`src/rtl/core/rssc_pkg.sv`:
```
// ----------------------------------------------------------------------------
// rssc_pkg: shared types for the raster seed scan controller
// Beat layouts of the tick channel and the result channel.
// ----------------------------------------------------------------------------
package rssc_pkg;

  localparam int FIELD_W = 8;

  typedef struct packed {
    logic toggle_run;
    logic pixel_ready;
    logic pixel_set;
    logic visited_ready;
    logic visited_mark;
    logic labeler_done;
  } tick_t;

  typedef struct packed {
    logic [FIELD_W-1:0] scan_row;
    logic [FIELD_W-1:0] scan_col;
    logic               pixel_read_req;
    logic               visited_read_req;
    logic               visited_write_req;
    logic               visited_write_value;
    logic               labeler_start;
    logic [FIELD_W-1:0] seed_row;
    logic [FIELD_W-1:0] seed_col;
    logic               scan_finished;
    logic               running;
  } result_t;

endpackage

```
`src/rtl/core/rssc_in_reg.sv`:
```
// ----------------------------------------------------------------------------
// rssc_in_reg: input register of the tick channel
// Holds one tick beat until the core consumes it.
// ----------------------------------------------------------------------------
module rssc_in_reg
  import rssc_pkg::*;
(
  input  logic  clk,
  input  logic  rst,
  input  logic  in_valid,
  output logic  in_stall,
  input  tick_t in_tick,
  input  logic  consume,
  output logic  held_valid,
  output tick_t held_tick
);

  assign in_stall = held_valid && !consume;

  always_ff @(posedge clk) begin
    if (rst) begin
      held_valid <= 1'b0;
    end else if (!in_stall) begin
      held_valid <= in_valid;
    end
  end

  always_ff @(posedge clk) begin
    if (!in_stall && in_valid) begin
      held_tick <= in_tick;
    end
  end

endmodule

```
`src/rtl/core/rssc_core.sv`:
```
// ----------------------------------------------------------------------------
// rssc_core: scan state and per-tick update
// Raster walk, seed hand-off, mark writes and run flag, one tick per step.
// ----------------------------------------------------------------------------
module rssc_core
  import rssc_pkg::*;
#(
  parameter int IMAGE_ROWS = 256,
  parameter int IMAGE_COLS = 256,
  parameter int COORD_BITS = 8
) (
  input  logic    clk,
  input  logic    rst,
  input  logic    step,
  input  tick_t   tick,
  output result_t result_next
);

  logic                  run_flag, run_flag_next;
  logic                  wait_labeler, wait_labeler_next;
  logic [COORD_BITS-1:0] row_count, row_count_next;
  logic [COORD_BITS-1:0] col_count, col_count_next;
  logic                  pixel_req_flag, pixel_req_flag_next;
  logic                  visited_req_flag, visited_req_flag_next;
  logic                  mark_write_flag, mark_write_flag_next;
  logic                  mark_write_bit, mark_write_bit_next;
  logic                  done_flag, done_flag_next;
  logic                  labeler_go, labeler_go_next;
  logic [COORD_BITS-1:0] seed_row_reg, seed_row_reg_next;
  logic [COORD_BITS-1:0] seed_col_reg, seed_col_reg_next;

  logic [COORD_BITS:0]   row_inc, col_inc;
  logic                  at_last, at_eol;

  assign row_inc = {1'b0, row_count} + 1'b1;
  assign col_inc = {1'b0, col_count} + 1'b1;
  // compares in 32 bits: the image may be larger than the coordinate range
  assign at_eol  = (32'(col_inc) == 32'(IMAGE_COLS));
  assign at_last = at_eol && (32'(row_inc) == 32'(IMAGE_ROWS));

  always_comb begin
    logic do_adv;
    do_adv                = 1'b0;
    wait_labeler_next     = wait_labeler;
    row_count_next        = row_count;
    col_count_next        = col_count;
    pixel_req_flag_next   = pixel_req_flag;
    visited_req_flag_next = visited_req_flag;
    mark_write_flag_next  = mark_write_flag;
    mark_write_bit_next   = mark_write_bit;
    done_flag_next        = 1'b0;
    labeler_go_next       = labeler_go;
    seed_row_reg_next     = seed_row_reg;
    seed_col_reg_next     = seed_col_reg;

    priority if (wait_labeler) begin
      if (tick.labeler_done) begin
        labeler_go_next   = 1'b0;
        wait_labeler_next = 1'b0;
        do_adv            = 1'b1;
      end
    end else if (run_flag && mark_write_flag && !pixel_req_flag && !done_flag) begin
      do_adv = 1'b1;
    end else if (run_flag && !mark_write_flag && !done_flag && pixel_req_flag
                 && tick.pixel_ready && tick.visited_ready) begin
      if (!tick.visited_mark) begin
        pixel_req_flag_next   = 1'b0;
        visited_req_flag_next = 1'b0;
        if (tick.pixel_set) begin
          seed_row_reg_next = row_count;
          seed_col_reg_next = col_count;
          wait_labeler_next = 1'b1;
          labeler_go_next   = 1'b1;
        end else begin
          mark_write_bit_next  = 1'b1;
          mark_write_flag_next = 1'b1;
        end
      end else begin
        do_adv = 1'b1;
      end
    end else if (run_flag && !pixel_req_flag && !visited_req_flag && !mark_write_flag) begin
      // fresh start from the top-left corner
      wait_labeler_next     = 1'b0;
      row_count_next        = '0;
      col_count_next        = '0;
      pixel_req_flag_next   = 1'b1;
      visited_req_flag_next = 1'b1;
    end else begin
    end

    if (do_adv) begin
      mark_write_flag_next = 1'b0;
      if (at_last) begin
        pixel_req_flag_next   = 1'b0;
        visited_req_flag_next = 1'b0;
        done_flag_next        = 1'b1;
      end else begin
        if (at_eol) begin
          row_count_next = row_inc[COORD_BITS-1:0];
          col_count_next = '0;
        end else begin
          col_count_next = col_inc[COORD_BITS-1:0];
        end
        pixel_req_flag_next   = 1'b1;
        visited_req_flag_next = 1'b1;
      end
    end

    run_flag_next = done_flag_next ? 1'b0 : (run_flag ^ tick.toggle_run);
  end

  always_ff @(posedge clk) begin
    if (rst) begin
      run_flag         <= 1'b0;
      wait_labeler     <= 1'b0;
      row_count        <= '0;
      col_count        <= '0;
      pixel_req_flag   <= 1'b0;
      visited_req_flag <= 1'b0;
      mark_write_flag  <= 1'b0;
      mark_write_bit   <= 1'b0;
      done_flag        <= 1'b0;
      labeler_go       <= 1'b0;
      seed_row_reg     <= '0;
      seed_col_reg     <= '0;
    end else if (step) begin
      run_flag         <= run_flag_next;
      wait_labeler     <= wait_labeler_next;
      row_count        <= row_count_next;
      col_count        <= col_count_next;
      pixel_req_flag   <= pixel_req_flag_next;
      visited_req_flag <= visited_req_flag_next;
      mark_write_flag  <= mark_write_flag_next;
      mark_write_bit   <= mark_write_bit_next;
      done_flag        <= done_flag_next;
      labeler_go       <= labeler_go_next;
      seed_row_reg     <= seed_row_reg_next;
      seed_col_reg     <= seed_col_reg_next;
    end
  end

  always_comb begin
    result_next.scan_row            = FIELD_W'(row_count_next);
    result_next.scan_col            = FIELD_W'(col_count_next);
    result_next.pixel_read_req      = pixel_req_flag_next;
    result_next.visited_read_req    = visited_req_flag_next;
    result_next.visited_write_req   = mark_write_flag_next;
    result_next.visited_write_value = mark_write_bit_next;
    result_next.labeler_start       = labeler_go_next;
    result_next.seed_row            = FIELD_W'(seed_row_reg_next);
    result_next.seed_col            = FIELD_W'(seed_col_reg_next);
    result_next.scan_finished       = done_flag_next;
    result_next.running             = run_flag_next;
  end

endmodule

```
`src/rtl/core/rssc_out_reg.sv`:
```
// ----------------------------------------------------------------------------
// rssc_out_reg: result register of the output channel
// Loads a result beat when the core steps; holds it while stalled.
// ----------------------------------------------------------------------------
module rssc_out_reg
  import rssc_pkg::*;
(
  input  logic    clk,
  input  logic    rst,
  input  logic    held_valid,
  input  result_t result_next,
  output logic    step,
  output logic    out_valid,
  input  logic    out_stall,
  output result_t result
);

  assign step = held_valid && (!out_valid || !out_stall);

  always_ff @(posedge clk) begin
    if (rst) begin
      out_valid <= 1'b0;
    end else if (step) begin
      out_valid <= 1'b1;
    end else if (!out_stall) begin
      out_valid <= 1'b0;
    end
  end

  always_ff @(posedge clk) begin
    if (step) begin
      result <= result_next;
    end
  end

endmodule

```
`src/rtl/core/raster_seed_scan_controller.sv`:
```
// ----------------------------------------------------------------------------
// raster_seed_scan_controller: raster scan that seeds a region labeler
// Each tick beat carries the store and labeler handshake bits of one clock
// of the surrounding system; each result beat carries the registered
// addresses, requests, seed coordinates and status after that tick.
// Channels: tick (in_valid/in_stall) and result (out_valid/out_stall); a
// beat moves on an edge with valid high and stall low.
// Every tick beat yields exactly one result beat. A beat is captured in the
// input register and then stepped into the result register, from which its
// result is offered. One beat a cycle is sustained while the result channel
// is not stalled; the single step of the scan state per beat sets that rate.
// Stalling the result channel holds the result register; the input
// register then fills and in_stall rises, with the scan state frozen.
// Reset clears the run flag, coordinates, requests and seed, and empties
// both registers.
// ----------------------------------------------------------------------------
module raster_seed_scan_controller
  import rssc_pkg::*;
#(
  parameter int IMAGE_ROWS = 256,
  parameter int IMAGE_COLS = 256,
  parameter int COORD_BITS = 8
) (
  input  logic               clk,
  input  logic               rst,
  input  logic               in_valid,
  output logic               in_stall,
  input  logic               toggle_run,
  input  logic               pixel_ready,
  input  logic               pixel_set,
  input  logic               visited_ready,
  input  logic               visited_mark,
  input  logic               labeler_done,
  output logic               out_valid,
  input  logic               out_stall,
  output logic [FIELD_W-1:0] scan_row,
  output logic [FIELD_W-1:0] scan_col,
  output logic               pixel_read_req,
  output logic               visited_read_req,
  output logic               visited_write_req,
  output logic               visited_write_value,
  output logic               labeler_start,
  output logic [FIELD_W-1:0] seed_row,
  output logic [FIELD_W-1:0] seed_col,
  output logic               scan_finished,
  output logic               running
);

  tick_t   in_tick, held_tick;
  logic    held_valid, step;
  result_t result_next, result;

  assign in_tick.toggle_run    = toggle_run;
  assign in_tick.pixel_ready   = pixel_ready;
  assign in_tick.pixel_set     = pixel_set;
  assign in_tick.visited_ready = visited_ready;
  assign in_tick.visited_mark  = visited_mark;
  assign in_tick.labeler_done  = labeler_done;

  rssc_in_reg u_in_reg (
    .clk        (clk),
    .rst        (rst),
    .in_valid   (in_valid),
    .in_stall   (in_stall),
    .in_tick    (in_tick),
    .consume    (step),
    .held_valid (held_valid),
    .held_tick  (held_tick)
  );

  rssc_core #(
    .IMAGE_ROWS (IMAGE_ROWS),
    .IMAGE_COLS (IMAGE_COLS),
    .COORD_BITS (COORD_BITS)
  ) u_core (
    .clk         (clk),
    .rst         (rst),
    .step        (step),
    .tick        (held_tick),
    .result_next (result_next)
  );

  rssc_out_reg u_out_reg (
    .clk         (clk),
    .rst         (rst),
    .held_valid  (held_valid),
    .result_next (result_next),
    .step        (step),
    .out_valid   (out_valid),
    .out_stall   (out_stall),
    .result      (result)
  );

  assign scan_row            = result.scan_row;
  assign scan_col            = result.scan_col;
  assign pixel_read_req      = result.pixel_read_req;
  assign visited_read_req    = result.visited_read_req;
  assign visited_write_req   = result.visited_write_req;
  assign visited_write_value = result.visited_write_value;
  assign labeler_start       = result.labeler_start;
  assign seed_row            = result.seed_row;
  assign seed_col            = result.seed_col;
  assign scan_finished       = result.scan_finished;
  assign running             = result.running;

endmodule
```
`config.mk`:
```
export PLATFORM = sky130hd
export DESIGN_NAME = raster_seed_scan_controller
export DESIGN_NICKNAME = d
export VERILOG_FILES = /design/src/rtl/core/rssc_pkg.sv /design/src/rtl/core/rssc_in_reg.sv /design/src/rtl/core/rssc_core.sv /design/src/rtl/core/rssc_out_reg.sv /design/src/rtl/core/raster_seed_scan_controller.sv
export SDC_FILE = /design/constraint.sdc
export NUM_CORES = 1
export LEC_CHECK = 0
export BUFFER_PORTS_ARGS = -buffer_cell sky130_fd_sc_hd__clkbuf_2
export CAP_MARGIN = 20
export CORE_MARGIN = 2
export CORE_UTILIZATION = 55
export DETAILED_ROUTE_END_ITERATION = 6
export PLACE_DENSITY = 0.82
export SETUP_SLACK_MARGIN = 0.05
export SYNTH_ARGS = -nofsm -noshare
export SYNTH_HDL_FRONTEND = slang
export SYNTH_HIERARCHICAL = 1
export SYNTH_SLANG_ARGS = --single-unit
```
`constraint.sdc`:
```
create_clock -name clk -period 5.5 [get_ports clk]
set_input_delay 0.275 -clock clk [delete_from_list [all_inputs] [get_ports clk]]
set_output_delay 0.275 -clock clk [all_outputs]
set_load 0.01 [all_outputs]
```
==> flow_metrics.py <==
metrics = {
    "cts": {
        "cts_tree": "yes",
        "clkTransAtPathRegs_ps": 90,
        "cts_resized": 0,
        "numCtsBuffers": 9,
        "cts_setup_buffers": 0,
        "clk_latency_ps": 350,
        "clock_path_buffers": 2,
        "cts_hold_repair.buffers": 0,
        "h-tree-depth": 3,
        "clock_sinks": 87,
        "cts_root_buf": "clkbuf_8",
    },
    "critical_path": {
        "worst_path_largest_cell_delay_ps": 620,
        "worstSetupEndpointType": "flip-flop",
        "critPathArrivalTime_ps": 2730,
        "cp_slowest_cell": "or4_4",
        "startpoint_type": "flip-flop",
        "reg2regPathDepth": 5,
        "cp.depth": 5,
        "cp.required_ps": 5600,
        "path_buf_inv": 0,
        "path_class": "flip-flop to flip-flop",
        "crit_fanout": 16,
        "cp_cell_sequence": "ha_1 > nand2_1 > or4_4 > o41a_4 > a221o_1",
        "critPathTopFamily": "compound AO/OA/AOI/OAI gates",
    },
    "final_layout": {
        "finalInstanceArea_mm2": 0.004516,
        "drive_above_1_share_pct": 23.82,
        "largest_reg_flops": 39,
        "top_register": "u_out_reg/result",
        "synthToLayoutAreaGrowth_pct": 10.06,
        "n_antenna_cell": 0,
        "num-fill-cells": 567,
        "final_core_util_pct": 62.26,
        "nNetsFinal": 431,
    },
    "worst_hold_path": {
        "min_path_type": "primary input to flip-flop",
        "worstHoldPathCells": 1,
    },
    "yosys": {
        "ys_seq_area_share_pct": 53.43,
        "synth_area_mm2": 0.004103,
        "async_reset_ff_share_pct": 0,
        "ys_warn_count": 6,
        "ys_ff_latch": 87,
        "synthCells": 389,
        "yosys-top-cells-count": "edfxtp_1 (45), nor2_1 (44), dfxtp_1 (42), nand2_1 (32), o21ai_0 (27)",
        "synth_ff_type": "edfxtp_1",
        "avgSynthCellArea_um2": 10.55,
        "synth.most_common_cell": "edfxtp_1",
        "synth_top_cell_by_area": "edfxtp_1",
        "synth_cell_types": 63,
        "synth_top_area_share_pct": 32.94,
        "synth_edf_count": 45,
        "synth.area.top_cells": "edfxtp_1 (33%), dfxtp_1 (20%), mux2_2 (4.7%)",
        "synth_nets": 401,
    },
    "power": {
        "leakage_uw": 0.001817,
        "power_uw": 1204,
        "ir_worst_vdd_mv": 0.1498,
        "powerDensity_mw_per_mm2": 266.7,
    },
    "global_routing": {
        "grt-ovfl-total": 0,
        "first_global_vias": 2838,
        "grt_pass1_wl_um": 13480,
        "antenna_found_initial": 0,
        "grt_max_degree": 41,
        "grt_usage_pct": 20.36,
    },
    "sta": {
        "slew_violations": 0,
        "post-route-min-period_ps": 2630,
        "fmax_mhz": 380.2,
        "setup_tns_ps": 0,
        "finalClockSkew_ps": 10.14,
        "rsz0062_at_grt": "false",
        "tightest_slew_ps": 927.1,
        "hold_violations": 0,
        "setup_viol_count_final": 0,
        "slew_headroom_pct": 38.04,
        "period_share_pct": 47.82,
    },
    "die": {
        "die-area_mm2": 0.008166,
        "rows": 31,
        "start_util_pct": 56.56,
        "coreArea_mm2": 0.007253,
        "die_x_um": 90.37,
        "die_h_um": 90.37,
        "ios": 51,
    },
    "placed_design": {
        "port_buffers": 50,
        "post-dp-hpwl_um": 5106,
        "gp_congestion": 0.8613,
        "placed_area_mm2": 0.004319,
    },
    "drt": {
        "dr.pass1.iters": 5,
        "drt-initial-drc-count": 161,
        "wl_per_cell_um": 15.25,
        "routed-via-count": 2999,
        "drt_wl_total_um": 7974,
        "via_per_inst": 5.734,
        "ant_nets": 0,
        "drc": 0,
    },
    "outcome": {
        "status": "completed",
    },
    "flow_run": {
        "timing.max_cap.violations": 0,
    },
}
==> path summary, 6_finish.rpt <==
kind	start	end	slack (ps)
worst max-delay path	u_core/col_count[1]$_SDFFE_PP0P_	u_out_reg/result[36]$_DFFE_PP_	2870
worst min-delay path	labeler_done	u_in_reg/held_tick[0]$_DFFE_PP_	90
worst max register to register	u_core/col_count[1]$_SDFFE_PP0P_	u_out_reg/result[36]$_DFFE_PP_	2870
worst min register to register	u_core/labeler_go$_SDFFE_PP0P_	u_core/labeler_go$_SDFFE_PP0P_	470
==> metrics by stage <==
step | std cells | worst slack, ps | hold slack, ps
finish | 523 | 2870 | 90.23
global route | 523 | 2628 | 87.34
CTS | 522 | 2589 | 77.25
detailed placement | 506 | 2592 | 448.1
global placement | 506 | 2686 | 442.7
floorplan | 389 | 1418 | 347.4
==> logic make-up after synthesis <==
group                      count (synthesis)  share of synthesized area [%]
buffers and inverters                     39                          5.032
xor gates and xnor gates                   1                         0.2135
muxes                                     35                          9.179
adders and majority gates                  2                         0.6098
DFF                                       87                          53.43
and+or+nand+nor                          142                          18.15
AOI/OAI and AO/OA                         83                          13.39
==> final cells by class <==
type	count	area, um^2	share of cell area, %
clock buffers	10	137.6	3.048
well taps	99	123.9	2.743
repair buffers	54	287.8	6.373
clock inverters	6	43.79	0.9698
multi-input cells	263	1715	37.99
flip-flops and latches	87	2192	48.55
inverters	4	15.01	0.3325
==> cells in the final DEF (no fill, tap or decap), drive strengths merged, types with 3 or more instances in the layout <==
master   n
nand2   33
mux2i   17
clkinv   4
nand3   18
mux2    18
clkbuf  60
a21oi   21
a221o    3
o21ai   28
nand2b   3
edfxtp  45
dfxtp   42
and3     7
nor3     5
nor2b    7
buf      4
nor2    44
inv      5
or4      6
a211oi   7
nor4     3
a31oi    5
a22o     4
==> power breakdown <==
group	total, uW	leakage (uW)	internal, uW	switching, uW
clock	407	0.0000930	179	228
combinational	82.8	0.000960	28.4	54.3
sequential	715	0.000763	705	10.2
==> per-layer routing <==
metal	track usage, %	vias up	part of all wire [%]
li1	-	1484	-
met2	34.52	89	49
met4	8.718	0	1.3
met5	0	-	0
met3	3.088	8	4.1
met1	26.01	1418	46
Power figures use the tool's default switching activity.
